### src/rob_pkg.sv
`timescale 1ns / 1ps
`default_nettype none
// ----------------------------------------------------------------------------
// rob_pkg
// Shared types and constants of the reorder buffer.
// ----------------------------------------------------------------------------
package rob_pkg;
  localparam int DEPTH = 16;
  localparam int SLOT_W = $clog2(DEPTH);
  localparam int OCC_W = $clog2(DEPTH + 1);
  localparam int MAX_RESULTS = 16;
  localparam int CNT_W = $clog2(MAX_RESULTS + 1);

  localparam logic [1:0] MODE_ALLOC = 2'd0;
  localparam logic [1:0] MODE_UPDATE = 2'd1;
  localparam logic [1:0] MODE_TICK = 2'd2;
  localparam logic [1:0] MODE_NONE = 2'd3;

  localparam logic [1:0] CLASS_ORD = 2'd0;
  localparam logic [1:0] CLASS_STORE = 2'd1;
  localparam logic [1:0] CLASS_HALT = 2'd2;
  localparam logic [1:0] CLASS_SPARE = 2'd3;

  localparam logic [2:0] KIND_ALLOC = 3'd0;
  localparam logic [2:0] KIND_FULL = 3'd1;
  localparam logic [2:0] KIND_MATCH = 3'd2;
  localparam logic [2:0] KIND_NOMATCH = 3'd3;
  localparam logic [2:0] KIND_NONE = 3'd4;
  localparam logic [2:0] KIND_REG = 3'd5;
  localparam logic [2:0] KIND_STORE = 3'd6;
  localparam logic [2:0] KIND_HALT = 3'd7;

  localparam logic [6:0] PC_CODE_RESET = 7'd32;

  // One ROB entry as it sits in the memory.
  typedef struct packed {
    logic [1:0]  cls;
    logic [7:0]  tag;
    logic [5:0]  dreg;
    logic [31:0] value;
    logic [31:0] addr;
    logic [31:0] data;
    logic [31:0] pc;
    logic        rdy;
  } entry_t;
  localparam int ENTRY_W = $bits(entry_t);

  // One result item.
  typedef struct packed {
    logic        last;
    logic        flush;
    logic [31:0] data;
    logic [31:0] addr;
    logic [31:0] value;
    logic [5:0]  creg;
    logic [7:0]  ctag;
    logic [3:0]  slot;
    logic [2:0]  kind;
  } result_t;
endpackage
`default_nettype wire

### src/rob_ram.sv
`timescale 1ns / 1ps
`default_nettype none
// ----------------------------------------------------------------------------
// rob_ram
// Generic single-write, single-read RAM with registered read data.
// ----------------------------------------------------------------------------
module rob_ram #(
  parameter int WIDTH = 8,
  parameter int DEPTH = 16
) (
  input  wire logic                     clk,
  input  wire logic                     we,
  input  wire logic [$clog2(DEPTH)-1:0] waddr,
  input  wire logic [WIDTH-1:0]         wdata,
  input  wire logic [$clog2(DEPTH)-1:0] raddr,
  output logic [WIDTH-1:0]              rdata
);
  logic [WIDTH-1:0] mem [DEPTH];

  always_ff @(posedge clk) begin
    if (we) begin
      mem[waddr] <= wdata;
    end
    rdata <= mem[raddr];
  end
endmodule
`default_nettype wire

### src/rob_ctrl.sv
`timescale 1ns / 1ps
`default_nettype none
// ----------------------------------------------------------------------------
// rob_ctrl
// Sequencer: walks the entry memory for updates, as read-modify-write, and
// for commits, one entry after another, and drives one result register.
// ----------------------------------------------------------------------------
module rob_ctrl (
  input  wire logic                     clk,
  input  wire logic                     rst_n,
  input  wire logic [5:0]               pc_code,
  input  wire logic                     req_valid,
  output logic                          req_ready,
  input  wire logic [1:0]               mode,
  input  wire logic [1:0]               op_class,
  input  wire logic [7:0]               tag,
  input  wire logic [31:0]              pc_value,
  input  wire logic [5:0]               dest_reg,
  input  wire logic [31:0]              result_value,
  input  wire logic [31:0]              store_address,
  input  wire logic [31:0]              store_value,
  input  wire logic                     ready_flag,
  input  wire logic                     is_store_update,
  output logic                          res_valid,
  input  wire logic                     res_ready,
  output rob_pkg::result_t              res,
  output logic                          mem_we,
  output logic [rob_pkg::SLOT_W-1:0]    mem_waddr,
  output rob_pkg::entry_t               mem_wdata,
  output logic [rob_pkg::SLOT_W-1:0]    mem_raddr,
  input  wire rob_pkg::entry_t          mem_rdata
);
  import rob_pkg::*;

  localparam logic [2:0] ST_IDLE = 3'd0;
  localparam logic [2:0] ST_URD = 3'd1;   // update: read issued
  localparam logic [2:0] ST_UCHK = 3'd2;  // update: compare and write back
  localparam logic [2:0] ST_CRD = 3'd3;   // commit: read issued
  localparam logic [2:0] ST_CCHK = 3'd4;  // commit: examine oldest
  localparam logic [2:0] ST_OUT = 3'd5;   // hold commit until last is known

  logic [2:0]        state_r, state_nxt;
  logic [SLOT_W-1:0] oldest_r, oldest_nxt;
  logic [SLOT_W-1:0] next_r, next_nxt;
  logic [OCC_W-1:0]  occ_r, occ_nxt;
  logic              halted_r, halted_nxt;
  logic [OCC_W-1:0]  idx_r, idx_nxt;
  logic [CNT_W-1:0]  cnt_r, cnt_nxt;
  logic              hit_r, hit_nxt;
  logic              rv_r, rv_nxt;
  result_t           res_r, res_nxt;
  // captured update request
  logic [7:0]        utag_r;
  logic [31:0]       uval_r, uaddr_r, udata_r;
  logic              urdy_r, ustore_r;

  logic              out_free;
  logic              hit_now, is_br, done;
  logic [SLOT_W-1:0] cur_slot;
  entry_t            upd;
  result_t           cres;

  assign out_free = !rv_r || res_ready;
  assign req_ready = (state_r == ST_IDLE) && !rv_r;
  assign res_valid = rv_r;
  assign res = res_r;

  function automatic logic [SLOT_W-1:0] wrap(input logic [SLOT_W-1:0] a,
                                              input logic [OCC_W-1:0] b);
    logic [OCC_W:0] s;
    s = {{(OCC_W + 1 - SLOT_W){1'b0}}, a} + {1'b0, b};
    if (s >= (OCC_W + 1)'(DEPTH)) begin
      s = s - (OCC_W + 1)'(DEPTH);
    end
    return s[SLOT_W-1:0];
  endfunction

  assign cur_slot = wrap(oldest_r, idx_r);
  assign hit_now = (mem_rdata.tag == utag_r);
  assign is_br = (mem_rdata.dreg == pc_code) && (mem_rdata.value == mem_rdata.pc + 32'd1);

  always_comb begin
    upd = mem_rdata;
    if (ustore_r) begin
      upd.addr = uaddr_r;
      upd.data = udata_r;
    end else begin
      upd.value = uval_r;
    end
    upd.rdy = urdy_r;
  end

  always_comb begin
    cres = '0;
    cres.ctag = mem_rdata.tag;
    cres.value = mem_rdata.value;
    cres.flush = is_br;
    if (mem_rdata.cls == CLASS_STORE) begin
      cres.kind = KIND_STORE;
      cres.addr = mem_rdata.addr;
      cres.data = mem_rdata.data;
    end else begin
      cres.kind = KIND_REG;
      cres.creg = mem_rdata.dreg;
    end
  end

  always_comb begin
    state_nxt = state_r;
    oldest_nxt = oldest_r;
    next_nxt = next_r;
    occ_nxt = occ_r;
    halted_nxt = halted_r;
    idx_nxt = idx_r;
    cnt_nxt = cnt_r;
    hit_nxt = hit_r;
    rv_nxt = rv_r && !res_ready;
    res_nxt = res_r;
    mem_we = 1'b0;
    mem_waddr = cur_slot;
    mem_wdata = upd;
    mem_raddr = cur_slot;
    done = 1'b0;
    unique case (state_r)
      ST_IDLE: begin
        if (req_valid && req_ready) begin
          unique case (mode)
            MODE_ALLOC: begin
              rv_nxt = 1'b1;
              res_nxt = '0;
              res_nxt.last = 1'b1;
              if (occ_r >= OCC_W'(DEPTH)) begin
                res_nxt.kind = KIND_FULL;
              end else begin
                res_nxt.kind = KIND_ALLOC;
                res_nxt.slot = 4'(next_r);
                mem_we = 1'b1;
                mem_waddr = next_r;
                mem_wdata = '{cls: op_class, tag: tag, dreg: dest_reg,
                              value: result_value, addr: store_address,
                              data: store_value, pc: pc_value, rdy: 1'b0};
                next_nxt = wrap(next_r, OCC_W'(1));
                occ_nxt = occ_r + OCC_W'(1);
              end
            end
            MODE_UPDATE: begin
              idx_nxt = '0;
              hit_nxt = 1'b0;
              if (occ_r == '0) begin
                rv_nxt = 1'b1;
                res_nxt = '0;
                res_nxt.kind = KIND_NOMATCH;
                res_nxt.last = 1'b1;
              end else begin
                state_nxt = ST_URD;
              end
            end
            MODE_TICK: begin
              idx_nxt = '0;
              cnt_nxt = '0;
              mem_raddr = oldest_r;
              if (halted_r || occ_r == '0) begin
                rv_nxt = 1'b1;
                res_nxt = '0;
                res_nxt.kind = KIND_NONE;
                res_nxt.last = 1'b1;
              end else begin
                state_nxt = ST_CCHK;
              end
            end
            default: ;
          endcase
        end
      end
      ST_URD: begin
        state_nxt = ST_UCHK;
      end
      ST_UCHK: begin
        if (hit_now) begin
          mem_we = 1'b1;
          hit_nxt = 1'b1;
        end
        // write-back to this slot comes before the read of the next slot in ST_URD
        if (idx_r + OCC_W'(1) >= occ_r) begin
          rv_nxt = 1'b1;
          res_nxt = '0;
          res_nxt.kind = (hit_r || hit_now) ? KIND_MATCH : KIND_NOMATCH;
          res_nxt.last = 1'b1;
          state_nxt = ST_IDLE;
        end else begin
          idx_nxt = idx_r + OCC_W'(1);
          state_nxt = ST_URD;
        end
      end
      ST_CRD: begin
        mem_raddr = oldest_r;
        state_nxt = ST_CCHK;
      end
      ST_CCHK: begin
        if (out_free) begin
          rv_nxt = 1'b1;
          res_nxt = '0;
          res_nxt.last = 1'b1;
          if (!mem_rdata.rdy) begin
            if (cnt_r == '0) begin
              res_nxt.kind = KIND_NONE;
            end else begin
              rv_nxt = 1'b0;
            end
            done = 1'b1;
          end else if (mem_rdata.cls == CLASS_HALT) begin
            halted_nxt = 1'b1;
            res_nxt.kind = KIND_HALT;
            res_nxt.ctag = mem_rdata.tag;
            done = 1'b1;
          end else begin
            res_nxt = cres;
            res_nxt.last = 1'b1;
            cnt_nxt = cnt_r + CNT_W'(1);
            if (is_br) begin
              oldest_nxt = next_r;
              occ_nxt = '0;
              done = 1'b1;
            end else begin
              oldest_nxt = wrap(oldest_r, OCC_W'(1));
              occ_nxt = occ_r - OCC_W'(1);
              if (occ_r == OCC_W'(1) || cnt_r + CNT_W'(1) == CNT_W'(MAX_RESULTS)) begin
                done = 1'b1;
              end else begin
                // last is unknown until the next entry is examined
                rv_nxt = 1'b0;
                state_nxt = ST_OUT;
                mem_raddr = wrap(oldest_r, OCC_W'(1));
              end
            end
          end
          if (done) begin
            state_nxt = ST_IDLE;
          end
        end
      end
      ST_OUT: begin
        // Hold the pending commit until the next entry tells whether it is last.
        mem_raddr = oldest_r;
        if (!mem_rdata.rdy || mem_rdata.cls == CLASS_HALT) begin
          rv_nxt = 1'b1;
          res_nxt.last = !mem_rdata.rdy;
          state_nxt = mem_rdata.rdy ? ST_CCHK : ST_IDLE;
          if (!mem_rdata.rdy) begin
            state_nxt = ST_IDLE;
          end
        end else begin
          rv_nxt = 1'b1;
          res_nxt.last = 1'b0;
          state_nxt = ST_CCHK;
        end
      end
      default: state_nxt = ST_IDLE;
    endcase
  end

  // ST_OUT emits the held result; ST_CCHK must then wait until it drains.
  always_ff @(posedge clk) begin
    if (!rst_n) begin
      state_r <= ST_IDLE;
      oldest_r <= '0;
      next_r <= '0;
      occ_r <= '0;
      halted_r <= 1'b0;
      rv_r <= 1'b0;
    end else begin
      state_r <= state_nxt;
      oldest_r <= oldest_nxt;
      next_r <= next_nxt;
      occ_r <= occ_nxt;
      halted_r <= halted_nxt;
      rv_r <= rv_nxt;
    end
  end

  always_ff @(posedge clk) begin
    idx_r <= idx_nxt;
    cnt_r <= cnt_nxt;
    hit_r <= hit_nxt;
    res_r <= res_nxt;
    if (req_valid && req_ready) begin
      utag_r <= tag;
      uval_r <= result_value;
      uaddr_r <= store_address;
      udata_r <= store_value;
      urdy_r <= ready_flag;
      ustore_r <= is_store_update;
    end
  end
endmodule
`default_nettype wire

### src/reorder_buffer_commit.sv
`timescale 1ns / 1ps
`default_nettype none
// ----------------------------------------------------------------------------
// reorder_buffer_commit
// Circular reorder buffer with in-order commit.
// ----------------------------------------------------------------------------
// Entries live in one RAM with a registered read. An allocate writes its entry,
// unless the buffer is full, and then waits on the output handshake. An update
// walks every occupied entry, reading it and then comparing and writing it back.
// A commit tick reads the oldest entry and gives one result per commit, each
// commit going through the RAM read port.
module reorder_buffer_commit (
  input  wire logic         clk,
  input  wire logic         rst_n,
  input  wire logic         cfg_valid,
  output logic              cfg_ready,
  input  wire logic [7:0]   cfg_data,
  input  wire logic         in_tvalid,
  output logic              in_tready,
  // mode
  input  wire logic [1:0]   in_tuser,
  // op_class, tag, pc_value, dest_reg, result_value, store_address,
  // store_value, ready_flag, is_store_update, zero pad
  input  wire logic [151:0] in_tdata,
  output logic              out_tvalid,
  input  wire logic         out_tready,
  // kind
  output logic [2:0]        out_tuser,
  // slot, commit_tag, commit_reg, commit_value, commit_address,
  // commit_data, flush, zero pad
  output logic [119:0]      out_tdata,
  output logic              out_tlast
);
  import rob_pkg::*;

  logic [5:0] pc_code_r;
  logic       mem_we;
  logic [SLOT_W-1:0] mem_waddr, mem_raddr;
  entry_t     mem_wdata, mem_rdata;
  result_t    res;

  assign cfg_ready = 1'b1;
  always_ff @(posedge clk) begin
    if (!rst_n) begin
      pc_code_r <= PC_CODE_RESET[5:0];
    end else if (cfg_valid) begin
      pc_code_r <= cfg_data[5:0];
    end
  end

  rob_ram #(.WIDTH(ENTRY_W), .DEPTH(DEPTH)) u_ram (
    .clk(clk), .we(mem_we), .waddr(mem_waddr), .wdata(mem_wdata),
    .raddr(mem_raddr), .rdata(mem_rdata)
  );

  rob_ctrl u_ctrl (
    .clk(clk), .rst_n(rst_n), .pc_code(pc_code_r),
    .req_valid(in_tvalid), .req_ready(in_tready),
    .mode(in_tuser), .op_class(in_tdata[1:0]), .tag(in_tdata[9:2]),
    .pc_value(in_tdata[41:10]), .dest_reg(in_tdata[47:42]),
    .result_value(in_tdata[79:48]), .store_address(in_tdata[111:80]),
    .store_value(in_tdata[143:112]), .ready_flag(in_tdata[144]),
    .is_store_update(in_tdata[145]),
    .res_valid(out_tvalid), .res_ready(out_tready), .res(res),
    .mem_we(mem_we), .mem_waddr(mem_waddr), .mem_wdata(mem_wdata),
    .mem_raddr(mem_raddr), .mem_rdata(mem_rdata)
  );

  assign out_tdata = {5'b0, res.flush, res.data, res.addr, res.value,
                      res.creg, res.ctag, res.slot};
  assign out_tuser = res.kind;
  assign out_tlast = res.last;
endmodule
`default_nettype wire

### config.mk
export PLATFORM = sky130hd
export DESIGN_NAME = reorder_buffer_commit
export DESIGN_NICKNAME = d
export VERILOG_FILES = /design/src/rob_pkg.sv /design/src/rob_ram.sv /design/src/rob_ctrl.sv /design/src/reorder_buffer_commit.sv
export SDC_FILE = /design/constraint.sdc
export NUM_CORES = 2
export LEC_CHECK = 0
export BUFFER_PORTS_ARGS = -buffer_cell sky130_fd_sc_hd__buf_2
export CAP_MARGIN = 5
export CORE_MARGIN = 4
export CORE_UTILIZATION = 62
export CTS_CLUSTER_SIZE = 10
export DETAILED_ROUTE_END_ITERATION = 10
export PLACE_DENSITY = 0.85
export REMOVE_ABC_BUFFERS = 1
export SLEW_MARGIN = 20
export SYNTH_ARGS = -nofsm -noshare
export SYNTH_HDL_FRONTEND = slang
export SYNTH_HIERARCHICAL = 1
export SYNTH_SLANG_ARGS = --single-unit
### constraint.sdc
create_clock -name clk -period 21 [get_ports clk]
set_input_delay 1.05 -clock clk [delete_from_list [all_inputs] [get_ports clk]]
set_output_delay 1.05 -clock clk [all_outputs]
set_load 0.01 [all_outputs]
Yosys cells after proc, flatten, opt, wreduce, memory -nomap -nowiden

Memories as Yosys holds them, arrays and structs flattened. A register that Yosys moved wholly into a read port is not among the register bits.
Cells that the tools add are included.

Bitwise logic cells: 2
Add/subtract/negate cells: 11
Reduce and logical (&&, ||, !) cells: 32
Equality and inequality tests: 36
Mux-type cells: 100
Order comparisons: 5

Operator list:

| operator                                                           | count |
|---|---|
| 119-bit two-way mux                                                | 5 |
| 145-bit two-way mux                                                | 4 |
| 119-bit one-hot mux with 3 select lines                            | 1 |
| 118-bit one-hot mux with 3 select lines                            | 1 |
| 64-bit two-way mux                                                 | 2 |
| 115-bit two-way mux                                                | 1 |
| 103-bit two-way mux                                                | 1 |
| 5-bit two-way mux                                                  | 15 |
| 4-bit two-way mux                                                  | 16 |
| 3-bit two-way mux                                                  | 13 |
| 32-bit by 1-bit adder with 32-bit output, second input constant    | 1 |
| 32-bit equality test                                               | 1 |
| 32-bit two-way mux                                                 | 1 |
| 5-bit one-hot mux with 2 select lines                              | 3 |
| 1-bit two-way mux                                                  | 26 |
| 3-bit inequality test, second input constant                       | 7 |
| 7-bit AND reduction                                                | 3 |
| 4-bit AND reduction                                                | 5 |
| 2-bit inequality test, second input constant                       | 9 |
| 3-bit one-hot mux with 6 select lines                              | 1 |
| 5-bit by 1-bit adder with 5-bit output, second input constant      | 3 |
| 5-bit >= comparator, second input constant                         | 3 |
| 4-bit one-hot mux with 3 select lines                              | 1 |
| 4-bit by 1-bit subtractor with 4-bit output, second input constant | 3 |
| other kinds (36)                                                   | 60 |

Register bits after elaboration: 260
Bits in writable memories: 2320
Memories kept: 1
Output and inout port bits: 127

Memory list:

| name      | depth | width | read ports | clocked after Yosys merged registers in | write ports | RTL line      | source |
|---|---|---|---|---|---|---|---|
| u_ram.mem | 16    | 145   | 1          | 1                                       | 1           | rob_ram.sv:18 | `logic [WIDTH-1:0] mem [DEPTH];` |

Logic depth before layout (Yosys ltp)

Word-level depth: 12
Depth in mapped cells: 19
Depth with buffers taken out: 13

Modules after synthesis

The synthesis kept the hierarchy.

By module, submodules not included:

| module                | sequential area each (sq um) | cells each | area each (sq um) | times used |
|---|---|---|---|---|
| rob_ram               | 72569.6                      | 3786       | 89950.0           | 1 |
| rob_ctrl              | 7447.1                       | 1362       | 13967.1           | 1 |
| reorder_buffer_commit | 120.1                        | 27         | 279.0             | 1 |

Least setup slack after synthesis

No wires, ideal clock.

Path kind: input to register
From: input in_tvalid
To: memory u_ram/mem[0][0] (netlist bit), enable pin
Stages on the path: 7
Path slack: 5.225 ns
Library setup time: 0.827 ns
Arrival: 14.948 ns
Buffers on the path: 1
Cell sequence: nand2_1 > clkinv_1 > nand3_1 > clkbuf_1 > a21oi_1 > or3b_2 > nor3_1

Elaborated cells on any way between the ends: 7
Classes of those cells: mux: 6; reduce/logical: 1

RTL lines:

| what                   | RTL line                    | source |
|---|---|---|
| start, declared        | reorder_buffer_commit.sv:18 | `input wire logic in_tvalid,` |
| 1-bit logical AND      | rob_ctrl.sv:126             | `if (req_valid && req_ready) begin` |
| 4-bit two-way mux      | rob_ctrl.sv:126             |  |
| 4-bit two-way mux      | rob_ctrl.sv:124             | `unique case (state_r)` |
| named net mem_waddr[2] | reorder_buffer_commit.sv:38 | `logic [SLOT_W-1:0] mem_waddr, mem_raddr;` |
| end, declared          | rob_ram.sv:18               |  |

The timed path passes the listed nets, and every way through them passes these cells.

Worst setup path in the final report

From: register u_ram.rdata[2], read port of u_ram.mem
To: register u_ram.rdata[68], read port of u_ram.mem

Longest elaborated chain between the ends: 8

RTL lines:

| what                                     | RTL line                    | source |
|---|---|---|
| start, declared                          | rob_ram.sv:16               | `output logic [WIDTH-1:0] rdata` |
| 32-bit by 1-bit adder with 32-bit output | rob_ctrl.sv:80              | `assign is_br = (mem_rdata.dreg == pc_code) && (mem_rdata.value == mem_rdata.pc + 32'd1);` |
| 32-bit equality test                     | rob_ctrl.sv:80              |  |
| 1-bit logical AND                        | rob_ctrl.sv:80              |  |
| 4-bit two-way mux                        | rob_ctrl.sv:220             | `if (is_br) begin` |
| 4-bit two-way mux                        | rob_ctrl.sv:211             | `end else if (mem_rdata.cls == CLASS_HALT) begin` |
| 4-bit two-way mux                        | rob_ctrl.sv:204             | `if (!mem_rdata.rdy) begin` |
| 4-bit two-way mux                        | rob_ctrl.sv:200             | `if (out_free) begin` |
| 4-bit one-hot mux with 3 select lines    | rob_ctrl.sv:124             |  |
| named net mem_raddr[0]                   | reorder_buffer_commit.sv:38 |  |

The timed path passes the listed nets, and every way through them passes these cells.
A chain may end at the register's enable or synchronous reset.

==> flow_metrics.env <==
export IMPL_cts_tree="built"
export IMPL_reg2reg_from="u_ram/rdata[2]$_DFF_P_"
export IMPL_syn_inst=5175
export IMPL_area_growth_pct=13.1
export IMPL_layout_setup_ws_ps=12320
export IMPL_tightest_slew_ps=1250
export IMPL_worstSetupEndpointType="flip-flop"
export IMPL_start_kind="flip-flop"
export IMPL_powerDensity_nw_per_um2=133
export IMPL_worstPathRequired_ps=21760
export IMPL_antenna_found_initial=15
export IMPL_synth_edf_count=2556
export IMPL_synth_cell_types=73
export IMPL_ys_seq_area_frac=0.769
export IMPL_r2r_worst_path_cells=17
export IMPL_grt_max_degree=160
export IMPL_critPathMaxFanout=133
export IMPL_ctsHtreeMaxLevel=5
export IMPL_post_route_period_util=0.414
export IMPL_mappedNetlistArea_um2=104000
export IMPL_maxCapViolations=0
export IMPL_fin_nets=5829
export IMPL_io_buffer_count=279
export IMPL_first_global_vias=58600
export IMPL_slowest_delay_ps=920
export IMPL_core_area_um2=167000
export IMPL_drc=0
export IMPL_critPathArrivalTime_ps=9440
export IMPL_min_to="u_ctrl/ustore_r$_DFFE_PP_"
export IMPL_via_count=56700
export IMPL_cts_hold_buffers=0
export IMPL_row_count=150
export IMPL_synth_area_leaders="edfxtp_1 74%, mux4_2 12%, dfxtp_1 3.2%, a22oi_1 1.8%, nand2_1 1.5%"
export IMPL_drive_gt1_frac=0.244
export IMPL_initial_utilization=0.624
export IMPL_crit_family="buffers and inverters"
export IMPL_slew_violations=0
export IMPL_setup_viol=0
export IMPL_overflow=0
export IMPL_ys_ff_latch=2725
export IMPL_clk_pin_slew_ps=50
export IMPL_clock_skew_ps=67.1
export IMPL_worstSkewPairLatency_ps=940
export IMPL_fin_crit_ps=8680
export IMPL_hold_ws_ps=298
export IMPL_slowest_stage="or4b_1"
export IMPL_clock_sink_count=2725
export IMPL_worstHoldPathType="in2reg"
export IMPL_boundaryPins=294
export IMPL_root_buffer="clkbuf_16"
export IMPL_regToRegSetupSlack_ps=12320
export IMPL_path_cells="ha_1, nand4_4, or4_1, o21ba_2, nor3_1, a211oi_1, a31oi_1, or4b_1, a211oi_1, a211oi_4, buf_12, buf_4, buf_4, buf_6, mux4_2, a22oi_1, nand2_1"
export IMPL_avgSynthCellArea_um2=20.1
export IMPL_post_cts_buffers=0
export IMPL_clockBufferDepth=4
export IMPL_yosys_warnings=6
export IMPL_max_slew_margin=0.163
export IMPL_chipHeight_um=418
export IMPL_ir_worst_vdd_mv=0.132
export IMPL_path_class="reg2reg"
export IMPL_dp_slack_ps=12400
export IMPL_gp_congestion=0.849
export IMPL_hold_viol=0
export IMPL_cts_resized=0
export IMPL_dieArea_um2=175000
export IMPL_dr_pass1_iters=6
export IMPL_dp_hpwl_mm=129
export IMPL_fmax_mhz=115
export IMPL_drt_iter0_markers=9816
export IMPL_wl_per_cell_um=34.6
export IMPL_grt_pass1_wl_mm=405
export IMPL_run_status="finished clean"
export IMPL_design_area_um2=118000
export IMPL_grt_use_total=0.322
export IMPL_async_flop_share=0
export IMPL_worst_path_buf_inv=4
export IMPL_p_leak_uw=0.0387
export IMPL_cts_buffers=324
export IMPL_whs_path_depth=1
export IMPL_vias_per_cell=7.03
export IMPL_rsz0062_at_grt="no"
export IMPL_r2r_end="u_ram/rdata[68]$_DFF_P_"
export IMPL_synthFlopType="edfxtp_1"
export IMPL_die_x_um=418
export IMPL_drt_wl_total_mm=279
export IMPL_ant_nets=0
export IMPL_synth_top_cell_area_share=0.737
export IMPL_placed_area_um2=108000
export IMPL_hold_start="in_tdata[145]"
export IMPL_synth_top_area_cell="edfxtp_1"
==> routing by layer <==
| metal | wire (µm) | track usage |
|---|---|---|
| met1 | 91600 | 0.417 |
| met4 | 16200 | 0.166 |
| met5 | 67 | 0 |
| met3 | 33900 | 0.0714 |
| met2 | 137000 | 0.520 |
==> power breakdown <==
group	switching, µW	internal [µW]	total, µW
Sequential	309	6810	7120
Combinational	2170	1320	3500
Clock	2090	2940	5030
==> cells by family (layout without fill, tap and decap cells) <==
| group | Yosys count | in the layout | synth area share |
|---|---|---|---|
| flops | 2725 | 2725 | 0.769 |
| simple gates | 771 | 771 | 0.0356 |
| mux | 741 | 741 | 0.137 |
| compound gates | 524 | 524 | 0.0345 |
| buf+inv | 316 | 989 | 0.0142 |
| xor+xnor | 71 | 71 | 0.00597 |
| fa+ha+maj | 25 | 25 | 0.00305 |
| other cells | 2 | 18 | 0.0000721 |
==> worst max-delay path by stage <==
stage	from	endpoint	slack, ps	cells past startpoint
after floorplan	in_tvalid	u_ram/rdata[115]$_DFF_P_	-70540	10
after global placement	u_ram/rdata[2]$_DFF_P_	u_ram/rdata[72]$_DFF_P_	12550	17
after detailed placement	u_ram/rdata[2]$_DFF_P_	u_ram/rdata[72]$_DFF_P_	12400	17
after CTS	u_ram/rdata[2]$_DFF_P_	u_ram/rdata[68]$_DFF_P_	12100	17
after global routing	u_ram/rdata[1]$_DFF_P_	u_ram/rdata[68]$_DFF_P_	11870	17
final	u_ram/rdata[2]$_DFF_P_	u_ram/rdata[68]$_DFF_P_	12320	17
==> metrics by stage <==
step	std cells	util	total power [µW]	setup TNS (ps)
final	8068	0.706	15600	0
after global routing	8058	0.705	16200	0
after CTS	8047	0.705	15600	0
after detailed placement	7507	0.649	10500	0
after global placement	7505	0.649	10300	0
after floorplan	4887	-	11000	-8917670
==> cell type report <==
cell class | count | area (µm²)
diodes | 12 | 30.0
clock buffers | 528 | 9040
fillers | 9101 | 49200
multi-input cells | 2138 | 22800
clock inverters | 12 | 150
repair buffers | 425 | 2790
flip-flops and latches | 2725 | 80100
inverters | 24 | 95.1
well taps | 2204 | 2760
==> layout by cell type, fill, tap and decap left out, drive strengths merged, types with 48 or more instances in the layout <==
master  instances
a22oi         251
dfxtp         169
and2           48
clkbuf        530
and3           85
nor2           66
buf           423
mux4          546
mux2           62
edfxtp       2556
o21ai         139
nand2         405
mux2i         133
==> flip-flops by register name (all words and copies together), names as in the netlist, 3 cells and up <==
name,cells
u_ctrl/uaddr_r,32
u_ctrl/next_r,4
u_ctrl/cnt_r,5
pc_code_r,6
u_ram/rdata,145
u_ctrl/res,119
u_ctrl/idx_r,5
u_ctrl/state_r,3
u_ctrl/oldest_r,4
u_ctrl/uval_r,32
u_ram/mem,2320
u_ctrl/occ_r,5
u_ctrl/udata_r,32
u_ctrl/utag_r,8
==> Yosys cell counts (27+ instances only) <==
cell type and n:
a21oi_1 30, a22oi_1 251, and2_1 48, and3_1 85, buf_2 98, buf_4 28, clkbuf_1 140, dfxtp_1 169
edfxtp_1 2556, mux2_2 62, mux2i_1 133, mux4_2 546, nand2_1 405, nand3_1 29, nor2_1 66, nor2b_1 36
o21ai_0 139, xnor2_1 44, xor2_1 27
(Power assumes the default switching activity.)
